==> src/hdl/aspe_pkg.sv <==
// ----------------------------------------------------------------------------
// Angular spindle population encoder package
// Register codes, the configuration register set and fixed-point constants
// shared by the encoder datapath and its top level.
// ----------------------------------------------------------------------------
package aspe_pkg;

  // Configuration register indexes
  typedef enum logic [1:0] {
    CFG_PEAK_CURRENT = 2'd0,
    CFG_FALL_RATE    = 2'd1,
    CFG_FIRST_CENTER = 2'd2,
    CFG_CENTER_STEP  = 2'd3
  } cfg_reg_e;

  // Configuration register set as seen by the datapath
  typedef struct packed {
    logic [15:0] peak_current;   // unsigned
    logic [15:0] fall_rate;      // unsigned Q8.8 per radian
    logic [15:0] first_center;   // signed Q3.12 radians
    logic [14:0] center_step;    // unsigned Q3.12 radians
  } cfg_regs_t;

  // log2(e) as Q1.15
  localparam logic [15:0] LOG2E_Q15 = 16'd47274;

  // Decay products at or above 2^27 always give a shift of 16 or more: zero
  localparam int unsigned X_KEEP_W = 27;
  localparam int unsigned Y_W      = 28;   // (x * log2e) >> 15

  // round(65536 * 2^(-k/16))
  function automatic logic [16:0] pow2_frac(input logic [3:0] k);
    logic [16:0] v;
    unique case (k)
      4'd0:  v = 17'd65536;
      4'd1:  v = 17'd62757;
      4'd2:  v = 17'd60097;
      4'd3:  v = 17'd57549;
      4'd4:  v = 17'd55109;
      4'd5:  v = 17'd52773;
      4'd6:  v = 17'd50535;
      4'd7:  v = 17'd48393;
      4'd8:  v = 17'd46341;
      4'd9:  v = 17'd44376;
      4'd10: v = 17'd42495;
      4'd11: v = 17'd40693;
      4'd12: v = 17'd38968;
      4'd13: v = 17'd37316;
      4'd14: v = 17'd35734;
      4'd15: v = 17'd34219;
      default: v = 17'd65536;
    endcase
    return v;
  endfunction

endpackage

==> src/hdl/aspe_expo.sv <==
// ----------------------------------------------------------------------------
// Spindle current pipeline
// Four register stages: distance, decay product, log2 split, peak scaling.
// Advances as one under a shared enable; valid bits travel with the data.
// ----------------------------------------------------------------------------
module aspe_expo #(
  parameter int IW = 3,
  parameter int CW = 20
) (
  input  logic               clk,
  input  logic               rst_n,
  input  logic               adv,
  input  aspe_pkg::cfg_regs_t cfg,
  input  logic               tok_valid,
  input  logic [IW-1:0]      tok_idx,
  input  logic [CW-1:0]      tok_centre,
  input  logic [15:0]        tok_angle,
  output logic               res_valid,
  output logic [IW-1:0]      res_idx,
  output logic [15:0]        res_current
);
  import aspe_pkg::*;

  localparam int XW = CW + 16;

  // Stage 1: absolute distance from centre
  logic [CW:0]   diff;
  logic [CW-1:0] mag;
  logic          s1_valid_r;
  logic [IW-1:0] s1_idx_r;
  logic [CW-1:0] s1_dist_r;

  assign diff = {tok_centre[CW-1], tok_centre} - {{(CW-15){tok_angle[15]}}, tok_angle};
  // magnitude always fits CW bits
  assign mag  = diff[CW] ? (~diff[CW-1:0] + {{(CW-1){1'b0}}, 1'b1}) : diff[CW-1:0];

  always_ff @(posedge clk) begin
    if (!rst_n) begin
      s1_valid_r <= 1'b0;
    end else if (adv) begin
      s1_valid_r <= tok_valid;
    end
  end

  always_ff @(posedge clk) begin
    if (adv) begin
      s1_idx_r  <= tok_idx;
      s1_dist_r <= mag;
    end
  end

  // Stage 2: decay product, Q.20
  logic [XW-1:0] x_full;
  logic          s2_valid_r;
  logic [IW-1:0] s2_idx_r;
  logic [X_KEEP_W-1:0] s2_x_r;
  logic          s2_big_r;

  assign x_full = {{CW{1'b0}}, cfg.fall_rate} * {16'd0, s1_dist_r};

  always_ff @(posedge clk) begin
    if (!rst_n) begin
      s2_valid_r <= 1'b0;
    end else if (adv) begin
      s2_valid_r <= s1_valid_r;
    end
  end

  always_ff @(posedge clk) begin
    if (adv) begin
      s2_idx_r <= s1_idx_r;
      s2_x_r   <= x_full[X_KEEP_W-1:0];
      s2_big_r <= |x_full[XW-1:X_KEEP_W];
    end
  end

  // Stage 3: scale by log2(e), split into shift and fraction index
  logic [X_KEEP_W+15:0] y_full;
  logic [Y_W-1:0]       y;
  logic          s3_valid_r;
  logic [IW-1:0] s3_idx_r;
  logic          s3_zero_r;
  logic [3:0]    s3_n_r;
  logic [3:0]    s3_k_r;

  assign y_full = {16'd0, s2_x_r} * {{X_KEEP_W{1'b0}}, LOG2E_Q15};
  assign y      = y_full[X_KEEP_W+15:15];

  always_ff @(posedge clk) begin
    if (!rst_n) begin
      s3_valid_r <= 1'b0;
    end else if (adv) begin
      s3_valid_r <= s2_valid_r;
    end
  end

  always_ff @(posedge clk) begin
    if (adv) begin
      s3_idx_r  <= s2_idx_r;
      s3_zero_r <= s2_big_r | (|y[Y_W-1:24]);
      s3_n_r    <= y[23:20];
      s3_k_r    <= y[19:16];
    end
  end

  // Stage 4: peak current times fractional power of two
  logic [31:0]   prod;
  logic          s4_valid_r;
  logic [IW-1:0] s4_idx_r;
  logic          s4_zero_r;
  logic [3:0]    s4_n_r;
  logic [31:0]   s4_prod_r;

  assign prod = {16'd0, cfg.peak_current} * {15'd0, pow2_frac(s3_k_r)};

  always_ff @(posedge clk) begin
    if (!rst_n) begin
      s4_valid_r <= 1'b0;
    end else if (adv) begin
      s4_valid_r <= s3_valid_r;
    end
  end

  always_ff @(posedge clk) begin
    if (adv) begin
      s4_idx_r  <= s3_idx_r;
      s4_zero_r <= s3_zero_r;
      s4_n_r    <= s3_n_r;
      s4_prod_r <= prod;
    end
  end

  // Final shift; product never reaches 2^32 so bits 31:16 hold it all
  logic [15:0] scaled;
  assign scaled = s4_prod_r[31:16] >> s4_n_r;

  assign res_valid   = s4_valid_r;
  assign res_idx     = s4_idx_r;
  assign res_current = s4_zero_r ? 16'd0 : scaled;

endmodule

==> src/hdl/angular_spindle_population_encoder.sv <==
// ----------------------------------------------------------------------------
// Angular spindle population encoder
// One joint angle in, one exponentially decaying current per spindle out.
// ----------------------------------------------------------------------------
// The first result passes the issue registers, the four datapath stages and the output register.
// One spindle result a cycle while the result channel does not stall, set by
// the issue counter that walks the spindle centres.
// The next angle is taken as the last spindle of the current one issues.
// Reset: synchronous active-low; zeroes config and issue counter, empties pipeline.
module angular_spindle_population_encoder #(
  parameter int SPINDLES = 8
) (
  input  logic        clk,
  input  logic        rst_n,
  // configuration
  input  logic        cfg_we,
  input  logic [1:0]  cfg_index,
  input  logic [15:0] cfg_wdata,
  // input channel
  input  logic        in_valid,
  output logic        in_stall,
  input  logic [15:0] in_joint_angle,
  // result channel
  output logic        out_valid,
  input  logic        out_stall,
  output logic [2:0]  out_receptor_index,
  output logic [15:0] out_receptor_current,
  output logic        out_last_receptor
);
  import aspe_pkg::*;

  localparam int IW = (SPINDLES > 1) ? $clog2(SPINDLES) : 1;
  localparam int CW = 17 + IW;
  localparam logic [IW-1:0] LAST_IDX = IW'(SPINDLES - 1);

  // Configuration registers
  cfg_regs_t cfg_r;

  always_ff @(posedge clk) begin
    if (!rst_n) begin
      cfg_r <= '0;
    end else if (cfg_we) begin
      unique case (cfg_reg_e'(cfg_index))
        CFG_PEAK_CURRENT: cfg_r.peak_current <= cfg_wdata;
        CFG_FALL_RATE:    cfg_r.fall_rate    <= cfg_wdata;
        CFG_FIRST_CENTER: cfg_r.first_center <= cfg_wdata;
        CFG_CENTER_STEP:  cfg_r.center_step  <= cfg_wdata[14:0];
        default: ;
      endcase
    end
  end

  // Pipeline advance: blocked only by a held result
  logic adv;
  logic out_valid_r;
  assign adv = !(out_valid_r && out_stall);

  // Issue stage: walks spindle centres, one per cycle while the pipeline advances
  logic          busy_r;
  logic [IW-1:0] idx_r;
  logic [CW-1:0] centre_r;
  logic [15:0]   angle_r;
  logic          in_acc;
  logic          on_last;

  assign on_last  = (idx_r == LAST_IDX);
  assign in_stall = !adv || (busy_r && !on_last);
  assign in_acc   = in_valid && !in_stall;

  always_ff @(posedge clk) begin
    if (!rst_n) begin
      busy_r <= 1'b0;
      idx_r  <= '0;
    end else if (in_acc) begin
      busy_r <= 1'b1;
      idx_r  <= '0;
    end else if (adv && busy_r) begin
      busy_r <= !on_last;
      idx_r  <= on_last ? '0 : idx_r + {{(IW-1){1'b0}}, 1'b1};
    end
  end

  always_ff @(posedge clk) begin
    if (in_acc) begin
      centre_r <= {{(CW-16){cfg_r.first_center[15]}}, cfg_r.first_center};
      angle_r  <= in_joint_angle;
    end else if (adv && busy_r) begin
      centre_r <= centre_r + {{(CW-15){1'b0}}, cfg_r.center_step};
    end
  end

  // Current datapath
  logic          res_valid;
  logic [IW-1:0] res_idx;
  logic [15:0]   res_current;

  aspe_expo #(
    .IW (IW),
    .CW (CW)
  ) u_expo (
    .clk         (clk),
    .rst_n       (rst_n),
    .adv         (adv),
    .cfg         (cfg_r),
    .tok_valid   (busy_r),
    .tok_idx     (idx_r),
    .tok_centre  (centre_r),
    .tok_angle   (angle_r),
    .res_valid   (res_valid),
    .res_idx     (res_idx),
    .res_current (res_current)
  );

  // Output register
  logic [IW+2:0] idx_ext;
  logic [2:0]    index_r;
  logic [15:0]   current_r;
  logic          last_r;

  assign idx_ext = {3'b000, res_idx};

  always_ff @(posedge clk) begin
    if (!rst_n) begin
      out_valid_r <= 1'b0;
    end else if (adv) begin
      out_valid_r <= res_valid;
    end
  end

  always_ff @(posedge clk) begin
    if (adv) begin
      index_r   <= idx_ext[2:0];
      current_r <= res_current;
      last_r    <= (res_idx == LAST_IDX);
    end
  end

  assign out_valid            = out_valid_r;
  assign out_receptor_index   = index_r;
  assign out_receptor_current = current_r;
  assign out_last_receptor    = last_r;

  // Checks
  logic [IW+2:0] last_ext;
  assign last_ext = {3'b000, LAST_IDX};

  a_last_index: assert property (@(posedge clk) disable iff (!rst_n)
    out_valid_r && last_r |-> index_r == last_ext[2:0])
    else $error("last marker on wrong spindle index");

  a_accept_starts: assert property (@(posedge clk) disable iff (!rst_n)
    in_acc |=> busy_r && idx_r == '0)
    else $error("accepted angle did not start at spindle zero");

  a_issue_wrap: assert property (@(posedge clk) disable iff (!rst_n)
    busy_r && adv && on_last |=> !busy_r || idx_r == '0)
    else $error("issue counter ran past last spindle");

endmodule

==> config.mk <==
export PLATFORM = sky130hd
export DESIGN_NAME = angular_spindle_population_encoder
export DESIGN_NICKNAME = d
export VERILOG_FILES = /design/src/hdl/aspe_pkg.sv /design/src/hdl/aspe_expo.sv /design/src/hdl/angular_spindle_population_encoder.sv
export SDC_FILE = /design/constraint.sdc
export NUM_CORES = 2
export LEC_CHECK = 0
export BUFFER_PORTS_ARGS = -buffer_cell sky130_fd_sc_hd__buf_4
export CAP_MARGIN = 20
export CORE_MARGIN = 8
export CORE_UTILIZATION = 35
export CTS_CLUSTER_SIZE = 24
export DETAILED_ROUTE_END_ITERATION = 7
export HOLD_SLACK_MARGIN = 0.12
export PLACE_DENSITY_LB_ADDON = 0.05
export SYNTH_ARGS = -nofsm -noshare
export SYNTH_HDL_FRONTEND = slang
export SYNTH_SLANG_ARGS = --single-unit
export TNS_END_PERCENT = 5
==> constraint.sdc <==
create_clock -name clk -period 17.5 [get_ports clk]
set_clock_uncertainty 0.15 [all_clocks]
set_input_delay 0.875 -clock clk [delete_from_list [all_inputs] [get_ports clk]]
set_output_delay 0.875 -clock clk [all_outputs]
set_load 0.05 [all_outputs]
# Word-level counts from Yosys, hierarchy flattened
# Memory sizes are Yosys's and may differ from the RTL's. A register that Yosys moved wholly into a read port is not among the register bits.
# Cells that the tools add are included.
dict set report word_totals {
  regBits 234
  mem_bits_ro 272
  inputBits 39
  output_inout_bits 22
  word_cells 70
  memories 1
}
# name words width rd rd_ports_with_merged_regs wr line
set mem_list {}
lappend mem_list {{(no name shown)} 16 17 1 1 0 aspe_pkg.sv:34} ;# unique case (k)
dict set report op_classes {
  addsub 4
  n_mul 3
  n_eq_ne 5
  n_shift 1
  n_mux 7
  bitwise_logic 3
  reduce_logical 17
}
# cell n
set ops {}
lappend ops {{$mux W20} 3}
lappend ops {{$mul A27 B15 Y42 const B} 1}
lappend ops {{$mul A16 B20 Y36} 1}
lappend ops {{$mul A16 B17 Y32} 1}
lappend ops {{$sub A20 B16 Y21} 1}
lappend ops {{$add A20 B1 Y20 const B} 1}
lappend ops {{$add A20 B15 Y20} 1}
lappend ops {{$not A20 Y20} 1}
lappend ops {{$shr A16 B4 Y16} 1}
lappend ops {{$reduce_or A9 Y1} 1}
lappend ops {{$reduce_and A2 Y1} 4}
lappend ops {{$eq A3 B3 Y1 const B} 2}
lappend ops {{$eq A2 B2 Y1 const B} 2}
lappend ops {{$logic_and A1 B1 Y1} 4}
lappend ops {{$mux W4} 1}
lappend ops {{$reduce_or A4 Y1} 1}
lappend ops {{$add A3 B1 Y3 const B} 1}
lappend ops {{$logic_not A1 Y1} 3}
lappend ops {{$mux W3} 1}
lappend ops {{$eq A2 B1 Y1 const B} 1}
lappend ops {{$logic_not A2 Y1} 1}
lappend ops {{$mux W1} 2}
lappend ops {{$reduce_bool A2 Y1} 1}
lappend ops {{$reduce_or A2 Y1} 1}
lappend ops {{3 further kinds} 3}

# Depth between registers and ports, before layout
dict set report depth {
  depth_word 7
  depth_mapped 25
  mapped_depth_nobuf 25
}

# Cells and area by module
# From an unflattened synthesis, not the netlist that was laid out.
dict set report hier_totals {
  cells_unflattened 3838
  hier_area_um2 36532.5
}
# mod n_inst cells_each area_per_inst_um2 seq_area_each_um2
set by_module_without_submodules {}
lappend by_module_without_submodules {aspe_expo 1 3280 31023.5 3123.0}
lappend by_module_without_submodules {angular_spindle_population_encoder 1 558 5509.0 3042.9}

# Least setup slack after synthesis
# OpenSTA, ideal clock, no wires.
dict set report synth_timing {
  path_kind {input to output}
  startpoint {in out_stall}
  endpoint {out in_stall}
  arrival_ns 5.897
  required_ns 16.475
  slack_ns 10.578
  path_stages 5
  cell_sequence {and2_1 -> clkbuf_1 -> inv_1 -> clkbuf_1 -> nand2_1}
}
dict set report synth_via {
  elab_chain_len 2
}
# element line
set synth_lines {}
lappend synth_lines {{start, declared} angular_spindle_population_encoder.sv:25} ;# input logic out_stall,
lappend synth_lines {{$logic_and A1 B1 Y1} angular_spindle_population_encoder.sv:56} ;# assign adv = !(out_valid_r && out_stall);
lappend synth_lines {{$logic_or A1 B1 Y1} angular_spindle_population_encoder.sv:67} ;# assign in_stall = !adv || (busy_r && !on_last);
lappend synth_lines {{end, declared} angular_spindle_population_encoder.sv:21} ;# output logic in_stall,
# No other way between the ends.

# Worst setup path in the final report
dict set report layout_timing {
  startpoint {reg cfg_r[32] (netlist bit)}
  endpoint {reg u_expo.s2_big_r, data pin}
}
dict set report layout_via {
  elab_chain_len 2
}
# element line
set layout_lines {}
lappend layout_lines {{start, declared} angular_spindle_population_encoder.sv:37} ;# cfg_regs_t cfg_r;
lappend layout_lines {{$mul A16 B20 Y36} aspe_expo.sv:59} ;# assign x_full = {{CW{1'b0}}, cfg.fall_rate} * {16'd0, s1_dist_r};
lappend layout_lines {{$reduce_or A9 Y1} aspe_expo.sv:73} ;# s2_big_r <= |x_full[XW-1:X_KEEP_W];
lappend layout_lines {{end signal, assigned} aspe_expo.sv:73}
lappend layout_lines {{end, declared} aspe_expo.sv:57} ;# logic s2_big_r;
# No other way between the ends.
# A chain may end at the register's enable or synchronous reset.

==> out/results.tsv <==
metric	value	unit
CTS hold repair buffers	0	
drt wl/cell	18.7	um
grt total ovfl	0	
Syn Nets	4918	
port bufs	60	
max frequency	0.136	GHz
DR vias	25000	
setup total negative slack	0	ps
WP data required	17670	ps
layout cells sized above 1	4.44	%
clock latency on the worst-skew pair	610	ps
Hold Vio Cnt, Final	0	
clock tree buffer depth	3	
CP Max Fanout	21	
hold crit path type	flop to flop	
vias in the first global route	26800	
number of enable flip-flop cells after synthesis	146	
final setup violation count	0	
DR iter-0 viols	1046	
Setup CP Type	flop to flop	
Startpoint Class	flop	
Final Cycle Share	42.1	%
Synth Area per Inst	9.46	sq um
status	finished, final reports clean	
most area-consuming cells after synthesis	fa_1, ha_1, edfxtp_1	
cts repair resizes	0	
post-layout net count	4897	
total CTS buffers	31	
CTS tree	done	
Crit. End Element	flop	
DIE AREA	115000	sq um
Max Cap Viol	0	
Area growth syn-to-layout	7.72	%
worst path arrival time	7550	ps
Post-synth top cells	inv_1, fa_1, nand2_1	
Yosys cell types	76	
cell taking the most area after synthesis	fa_1	
dpl hpwl	78.5	mm
Max-slew headroom	27.2	%
Core Box Area	103000	sq um
WL final	97.7	mm
clk sinks	235	
post-CTS setup buffers	0	
max-slew violations	0	
ys flop type	edfxtp_1	
Worst-Margin Slew	1080	ps
die extent in x	339	um
first drt pass iteration count	5	
largest net degree at the start of global routing	72	
Post-DRT Antenna Nets	0	
detailed-route DRC error count	0	
Yosys warnings	0	
clk slew on worst S/H paths	60	ps
# IOs	61	
Initial Utilization	35.2	%
Synth top area share	32.6	%
H-tree levels	1	
count leader, synth	inv_1	
async set-reset flop share out of synthesis	0	%
antenna violations before repair	2	
row count	118	
chip height	339	um
Seq cells post-synth	235	
post-synthesis sequential area ratio	16.9	%
Final min period	7370	ps
Root Driver	clkbuf_16	
vias per inst	4.77	
GRT Total Usage	17.0	%
RSZ-0062 raised after global routing	no	
first-pass GRT wire length	156	mm
Post-Synthesis Cell Area	36400	sq um
routability cong.	0.781	
Gate Count Post-Synth	3848	
-- worst paths after layout --
kind,start,end,slack [ps],depth (start not counted)
max reg2reg,cfg_r[32],u_expo.s2_big_r,10130,20
max,cfg_r[32],u_expo.s2_big_r,10130,20
min,u_expo.s3_zero_r,u_expo.s4_zero_r,270,0
min reg2reg,u_expo.s3_zero_r,u_expo.s4_zero_r,270,0
-- cell usage in the layout, fill, tap and decap left out, types with 30 or more instances in the layout --
| cell | synthesis | routed |
|---|---|---|
| nand2_1 | 540 | 540 |
| fa_1 | 593 | 593 |
| xnor2_1 | 65 | 65 |
| a21oi_1 | 109 | 109 |
| ha_1 | 438 | 438 |
| a21o_1 | 36 | 36 |
| a21boi_0 | 73 | 73 |
| buf_4 | 0 | 88 |
| dfxtp_1 | 89 | 89 |
| clkbuf_16 | 0 | 31 |
| inv_1 | 788 | 787 |
| o21ai_0 | 61 | 61 |
| xor2_1 | 35 | 35 |
| edfxtp_1 | 146 | 146 |
| nor2_1 | 99 | 99 |
| and2_1 | 270 | 270 |
| nand3_1 | 30 | 30 |
| nor3_1 | 34 | 34 |
-- metrics by stage --
stage               instance area (sq um)  hold slack (ps)  util [%]  instances  setup WS (ps)
floorplan                           36400              250         -       3848          10580
global placement                    38300              255      37.0       5174          10130
detailed placement                  38300              256      37.0       5174          10060
CTS                                 39200              246      37.9       5231          10040
global route                        39200              265      37.9       5231           9620
finish                              39200              267      37.9       5232          10130
-- kinds of logic after synthesis --
logic type      Yosys count  synth area share [%]
flops                   235                  16.9
compound gates          426                  7.95
buf+inv                 931                  9.62
simple gates           1084                  14.2
mux                      41                  1.26
xor+xnor                100                  2.41
fa+ha+maj              1031                  47.7
-- area by class of cell --
cell class | count | area, sq um
diodes | 1 | 2.50
clock buffers | 39 | 826
clock inverters | 18 | 130
fillers | 10600 | 64100
inverters | 789 | 2970
multi-input cells | 2682 | 26700
flip-flops and latches | 235 | 6170
well taps | 1380 | 1730
repair buffers | 88 | 661
-- worst max-delay path, cell delays in order, from the launching register on --
cell,delay (ps)
dfxtp_1,990
nand2_1,190
fa_1,560
fa_1,510
fa_1,510
inv_1,50
fa_1,510
fa_1,490
inv_1,50
fa_1,470
inv_1,40
ha_1,340
a21o_1,190
a21oi_1,210
a2bb2oi_2,210
o311ai_4,130
o311a_1,400
a221o_1,380
nor4_1,240
nor3_1,90
or3_1,360
-- metal layers --
metal,vias up,GRT usage (%),wire length [um]
met3,89,1.65,2410
met1,12500,24.1,47100
met4,0,3.22,1830
li1,12100,-,-
met2,259,28.5,46300
met5,-,0,0
-- sequential cells by signal (all words and copies together) (netlist names), 3 cells and up, named ones only --
signal	count
idx_r	3
centre_r	20
out_receptor_index	3
angle_r	16
u_expo.res_idx	3
u_expo.s2_idx_r	3
u_expo.s3_n_r	4
cfg_r	63
u_expo.s3_idx_r	3
u_expo.s1_dist_r	20
u_expo.s4_n_r	4
u_expo.s3_k_r	4
u_expo.s1_idx_r	3
u_expo.s2_x_r	27
out_receptor_current	16
u_expo.s4_prod_r	16
Power is left out: the tool's default activity adds up to more than one toggle a clock period on the data nets, which glitch-free logic cannot reach.
